[src/rtl/dsp_pkg.sv]
package dsp_pkg;

    // result width of the divisor sum and its saturation value
    localparam int SUM_W = 23;
    localparam logic [SUM_W-1:0] SUM_MAX = '1;

    // controller states: table build after reset, then factoring
    typedef enum logic [3:0] {
        S_INIT_RD,
        S_INIT_CHK,
        S_INIT_DIV,
        S_IDLE,
        S_RD,
        S_CHK,
        S_DIV,
        S_DIVGO,
        S_MUL,
        S_TAIL,
        S_TMUL,
        S_OUT
    } state_t;

    // divider status back to the controller
    typedef struct packed {
        logic done;
        logic rem_zero;
    } div_stat_t;

endpackage

[src/rtl/dsp_div.sv]
module dsp_div import dsp_pkg::*; #(
    parameter int DIV_W = 20,
    parameter int D_W   = 10
) (
    input  logic             clk,
    input  logic             rst_n,
    input  logic             start,
    input  logic [DIV_W-1:0] dividend,
    input  logic [D_W-1:0]   divisor,
    output div_stat_t        stat,
    output logic [DIV_W-1:0] quotient
);

    localparam int CNT_W = $clog2(DIV_W);
    localparam logic [CNT_W-1:0] CNT_LAST = CNT_W'(DIV_W - 1);

    logic             busy_reg, busy_next;
    logic             done_reg, done_next;
    logic [CNT_W-1:0] cnt_reg, cnt_next;
    logic [DIV_W-1:0] quo_reg, quo_next;
    logic [D_W-1:0]   part_reg, part_next;
    logic [D_W-1:0]   den_reg, den_next;
    logic [D_W:0]     trial;
    logic [D_W:0]     diff;
    logic             ge;

    // restoring division, one quotient bit per cycle
    always_comb
    begin
        trial     = {part_reg, quo_reg[DIV_W-1]};
        diff      = trial - {1'b0, den_reg};
        ge        = (trial >= {1'b0, den_reg});
        busy_next = busy_reg;
        done_next = 1'b0;
        cnt_next  = cnt_reg;
        quo_next  = quo_reg;
        part_next = part_reg;
        den_next  = den_reg;
        if (start)
        begin
            busy_next = 1'b1;
            cnt_next  = '0;
            quo_next  = dividend;
            part_next = '0;
            den_next  = divisor;
        end
        else if (busy_reg)
        begin
            part_next = ge ? diff[D_W-1:0] : trial[D_W-1:0];
            quo_next  = {quo_reg[DIV_W-2:0], ge};
            cnt_next  = cnt_reg + CNT_W'(1);
            if (cnt_reg == CNT_LAST)
            begin
                busy_next = 1'b0;
                done_next = 1'b1;
            end
        end
    end

    // control registers
    always_ff @(posedge clk or negedge rst_n)
    begin
        if (!rst_n)
        begin
            busy_reg <= 1'b0;
            done_reg <= 1'b0;
            cnt_reg  <= '0;
        end
        else
        begin
            busy_reg <= busy_next;
            done_reg <= done_next;
            cnt_reg  <= cnt_next;
        end
    end

    // operand and partial remainder registers
    always_ff @(posedge clk)
    begin
        quo_reg  <= quo_next;
        part_reg <= part_next;
        den_reg  <= den_next;
    end

    assign stat.done     = done_reg;
    assign stat.rem_zero = (part_reg == '0);
    assign quotient      = quo_reg;

endmodule

[config.mk]
export PLATFORM = sky130hd
export DESIGN_NAME = dsp_div
export DESIGN_NICKNAME = d
export VERILOG_FILES = /design/src/rtl/dsp_pkg.sv /design/src/rtl/dsp_div.sv
export SDC_FILE = /design/constraint.sdc
export NUM_CORES = 1
export LEC_CHECK = 0
export ABC_AREA = 1
export BUFFER_PORTS_ARGS = -buffer_cell sky130_fd_sc_hd__buf_4
export CORE_UTILIZATION = 40
export CTS_CLUSTER_SIZE = 10
export DETAILED_ROUTE_END_ITERATION = 7
export PLACE_DENSITY_LB_ADDON = 0.25
export SYNTH_ARGS = -nofsm -noshare
export SYNTH_HDL_FRONTEND = slang
export SYNTH_SLANG_ARGS = --single-unit
[constraint.sdc]
create_clock -name clk -period 2.3 [get_ports clk]
set_input_delay 0.115 -clock clk [delete_from_list [all_inputs] [get_ports clk]]
set_output_delay 0.115 -clock clk [all_outputs]
set_load 0.005 [all_outputs]
# [Word-level counts from Yosys, hierarchy flattened]
# Index checks and enable logic that the tools add are counted.
[classes] n_addsub=2 order_cmp=1 eq_ne=1 muxes=11 n_reduce_logical=2
[ops] cell="20-bit 2-to-1 mux" count=2
[ops] cell="11-bit by 10-bit greater-or-equal comparator with 1-bit output" count=1
[ops] cell="10-bit zero test" count=1
[ops] cell="10-bit 2-to-1 mux" count=1
[ops] cell="5-bit 2-to-1 mux" count=2
[ops] cell="10-bit subtractor" count=1
[ops] cell="1-bit 2-to-1 mux" count=6
[ops] cell="5-bit by 1-bit adder with 5-bit output (second input constant)" count=1
[ops] cell="5-bit == test (second input constant)" count=1
[ops] cell="2-bit nonzero test" count=1
[word_totals] reg_bits=47 in_bits=33 output_inout_bits=22 wordCells=23

# [Logic depth before layout (Yosys ltp)]
[logic_depth] word_depth=4 mapped_depth=13 ltp_nobuf=13

# [Worst setup path before layout]
# OpenSTA, ideal clock, no wires.
[synth_timing] kind="register to register" start="register quo_reg[19], in the netlist quotient[19]" end="register part_reg[8]" setup_time_ns=0.113 t_arrival_ns=1.590 required_ns=2.187 path_slack_ns=0.597 stages_incl_launch_ff=13 n_path_buf=0 synth_period_minus_slack_ns=1.703 cell_sequence="edfxtp_1 -> inv_1 -> ha_1 -> inv_1 -> fa_1 -> nand3_1 -> nand2_1 -> nand2_1 -> nand3b_1 -> nand2_1 -> nand2_1 -> nand3_1 -> nand2_1"
[synth_between] elab_chain_cells=2 word_cells_on_any_way=3 classes_between="add/sub (1); order compare (1); mux (1)"
[synth_lines] element="start, declared" line_no="dsp_div.sv:20" text="logic [DIV_W-1:0] quo_reg, quo_next;"
[synth_lines] element="start signal, assigned" line_no="dsp_div.sv:80" text="quo_reg <= quo_next;"
[synth_lines] element="10-bit subtractor or 11-bit by 10-bit greater-or-equal comparator with 1-bit output (tied branches)" line_no="dsp_div.sv:31, dsp_div.sv:32"
[synth_lines] element="10-bit 2-to-1 mux (*)" line_no="dsp_div.sv:49" text="part_next = ge ? diff[D_W-1:0] : trial[D_W-1:0];"
[synth_lines] element="end signal, assigned" line_no="dsp_div.sv:81" text="part_reg <= part_next;"
[synth_lines] element="end, declared" line_no="dsp_div.sv:21" text="logic [D_W-1:0] part_reg, part_next;"
# Mark *: on every way between the ends. The rest lies on a longest branch, timed or not.
# A chain may end at the register's enable or synchronous reset.

# [Final worst setup path]
[layout_timing] start="register quo_reg[19], in the netlist quotient[19]" end="register part_reg[6]"
# The elaborated chain is that of the path after synthesis.

==> run summary <==
Worst-path clk slew -> 0.10 ns
# rows -> 29
Reg2Reg Depth -> 12
Synth Flop Type -> edfxtp_1
Hold path cells -> 3
Top cells by area, synth -> edfxtp_1 (34%), nand2_1 (18%), dfxtp_1 (7.6%)
Fillers -> 617
Commonest non-fill, non-tap cell in the layout -> nand2_1
Clk buf depth -> 2
Post-synthesis async set-or-reset flop share -> 14.9%
Die area -> 0.00688 mm^2
RSZ-0062 raised after global routing -> false
Vias in the first global route -> 2080
CTS H-tree depth -> 2
Worst-margin pin slew -> 0.734 ns
Synth Net Count -> 362
Min-delay src -> dividend[19]
Switching share of total power -> 37.6%
Area growth syn-to-layout -> 26.4%
Via count -> 2172
PD cells -> 880 mW/mm^2
I/O pins -> 55
Syn avg cell area -> 8.27 um^2
Synth Cell Area -> 0.00262 mm^2
Layout Nets -> 429
Setup bufs post-CTS -> 0
Pre-CTS setup slack -> 0.173 ns
Insertion delay to the later sink of the worst-skew pair -> 0.30 ns
DIE WIDTH -> 83.0 um
Int Power -> 1.82 mW
Share of layout cells above drive strength 1 -> 22.1%
Max Fclk -> 0.513 GHz
Seq pwr share -> 38.7%
Num Clock Sinks -> 47
Maximum fanout along the worst path -> 4
Max Clock Skew -> 0.0101 ns
Min-Delay Endpoint -> quotient[19]
Diode count -> 0
Seq/Total Area, Yosys -> 48.7%
TritonCTS clock tree -> built
Detailed placer's ending HPWL -> 4.25 mm
Yosys warns -> 0
Layout Cells excl Fill -> 462
WL/cell -> 12.2 um
Core area -> 0.00635 mm^2
CTS root buffer -> clkbuf_8
Fin. Hold Viols -> 0
ANT nets after route -> 0
Combinational fraction of design power -> 41.3%
Top cell type's share of synthesized area -> 34.4%
Largest register FFs -> 20
Tcrit/Tclk final -> 84.7%
Drt initial violations -> 114
Peak supply drop -> 0.409 mV
Final core occ -> 52.2%
Internal reg-to-reg setup slack -> 0.35 ns
Yosys cell types -> 31
Hold Crit Class -> in2reg
Max_cap viols -> 0
Synth area leader -> edfxtp_1
Synth Instances -> 317
Minimum clock period -> 1.95 ns
Startpoint Class -> register
Switch Pwr -> 1.10 mW
First-pass GRT wire length -> 9.65 mm
IO buf count -> 54
Most frequent cells in the layout -> nand2_1 (125), buf_4 (57), inv_1 (43), edfxtp_1 (30), nand3_1 (16)
Crit path DAT -> 2.14 ns
Capture point of the worst reg-to-reg path -> part_reg[6]
WL final -> 5.65 mm
Reg2reg start -> quotient[19]
Slew Limit Fails -> 0
Total power -> 2.92 mW
Synth Register Bits -> 47
Leak pwr -> 1.69 nW
Initial Util -> 41.3%
Kind of critical path -> reg2reg
Vias/cell -> 4.70
Outcome -> finished clean
TNS Setup -> 0 ns
Initial antenna violation count -> 0
CTS buffer count -> 5
DRC errors left -> 0
Largest net degree at the start of global routing -> 34
RD Place Congestion -> 0.849
Worst path required time -> 2.50 ns
All-Layer GR Usage -> 17.4%
Clock power share -> 20.0%
Chip height -> 83.0 um
Finish-stage setup viols -> 0
Pre-Repair DR Iteration Count -> 4
Placed cells -> 443
Final WS setup -> 0.352 ns
Grt total ovfl -> 0
Slew headroom -> 50.9%
Number of flops mapped to enable cells by yosys -> 30
CP endpoint kind -> register
-- worst max-delay path by stage --
stage,from,to,slack [ns],cells past startpoint
3_5_place_dp,den_reg[1],part_reg[6],0.17,11
4_1_cts,den_reg[1],part_reg[6],0.14,11
5_1_grt,den_reg[8],part_reg[5],0.20,11
3_3_place_gp,quotient[19],part_reg[6],0.24,11
6_report,quotient[19],part_reg[6],0.35,12
2_1_floorplan,quotient[19],part_reg[8],0.60,12
-- cell type report --
cell class              count  area [um^2]  share of cell area, %
clock buffers               6         93.8                   2.83
well taps                  77         96.3                   2.91
flip-flops and latches     47         1280                   38.5
repair buffers             68          538                   16.2
clock inverters             2         17.5                  0.529
multi-input cells         218         1130                   34.0
inverters                  44          165                   4.98
-- worst max-delay path, stage by stage (launching register included) --
cell	delay [ns]
edfxtp_1	0.40
inv_1	0.11
ha_1	0.16
inv_1	0.09
fa_1	0.41
nand3_1	0.10
nand2_1	0.11
nand2_1	0.12
nand3b_1	0.08
nand2_1	0.08
nand2_1	0.06
nand3_1	0.08
nand2_1	0.05
-- metrics by stage --
step	cell area (um^2)	hold slack (ns)
after floorplan	2620	-0.181
after global placement	3090	-0.0639
after detailed placement	3090	-0.0661
after CTS	3310	0.0593
after global routing	3310	0.0679
final	3310	0.0727
-- power groups by stage --
stage                     combinational (mW)  sequential [mW]  clock, mW
after floorplan                        0.887             1.12          0
after global placement                  1.16             1.14          0
after detailed placement                1.17             1.15          0
after CTS                               1.20             1.13      0.600
after global routing                    1.36             1.14      0.637
final                                   1.21             1.13      0.582
-- metal layers --
| metal | GRT usage, % | up-vias | wire length, um |
|---|---|---|---|
| met3 | 4.27 | 7 | 271 |
| met1 | 23.0 | 980 | 2680 |
| li1 | - | 1145 | - |
| met4 | 5.17 | 0 | 70 |
| met5 | 0 | - | 0 |
| met2 | 28.2 | 40 | 2630 |
-- Yosys cell counts, types with 4 or more instances --
library cell / count
nand2_1: 125
inv_1: 43
nor2_2: 4
nand3_1: 16
dfrtp_1: 7
o21ai_1: 6
dfxtp_1: 10
o21ai_0: 4
edfxtp_1: 30
nand2_2: 4
clkbuf_1: 4
a21oi_1: 6
nand4_1: 4
ha_1: 11
nor2_1: 12
nand3_2: 8
-- repair_timing --
action / in CTS / in global routing
hold buffers: 11 / 0
endpoints found under the hold margin: 17 / 0
setup endpoints to repair: 0 / 7
resized for setup: 0 / 1
-- cell families after synthesis --
group,Yosys count,synth area share (%)
AND/OR/NAND/NOR,184,31.8
buffers and inverters,52,8.54
flip-flops,47,48.7
AO/OA/AOI/OAI,19,3.96
adder cells (fa/ha/maj),12,6.01
XOR/XNOR,3,1.00
Power figures use the tool's default switching activity.
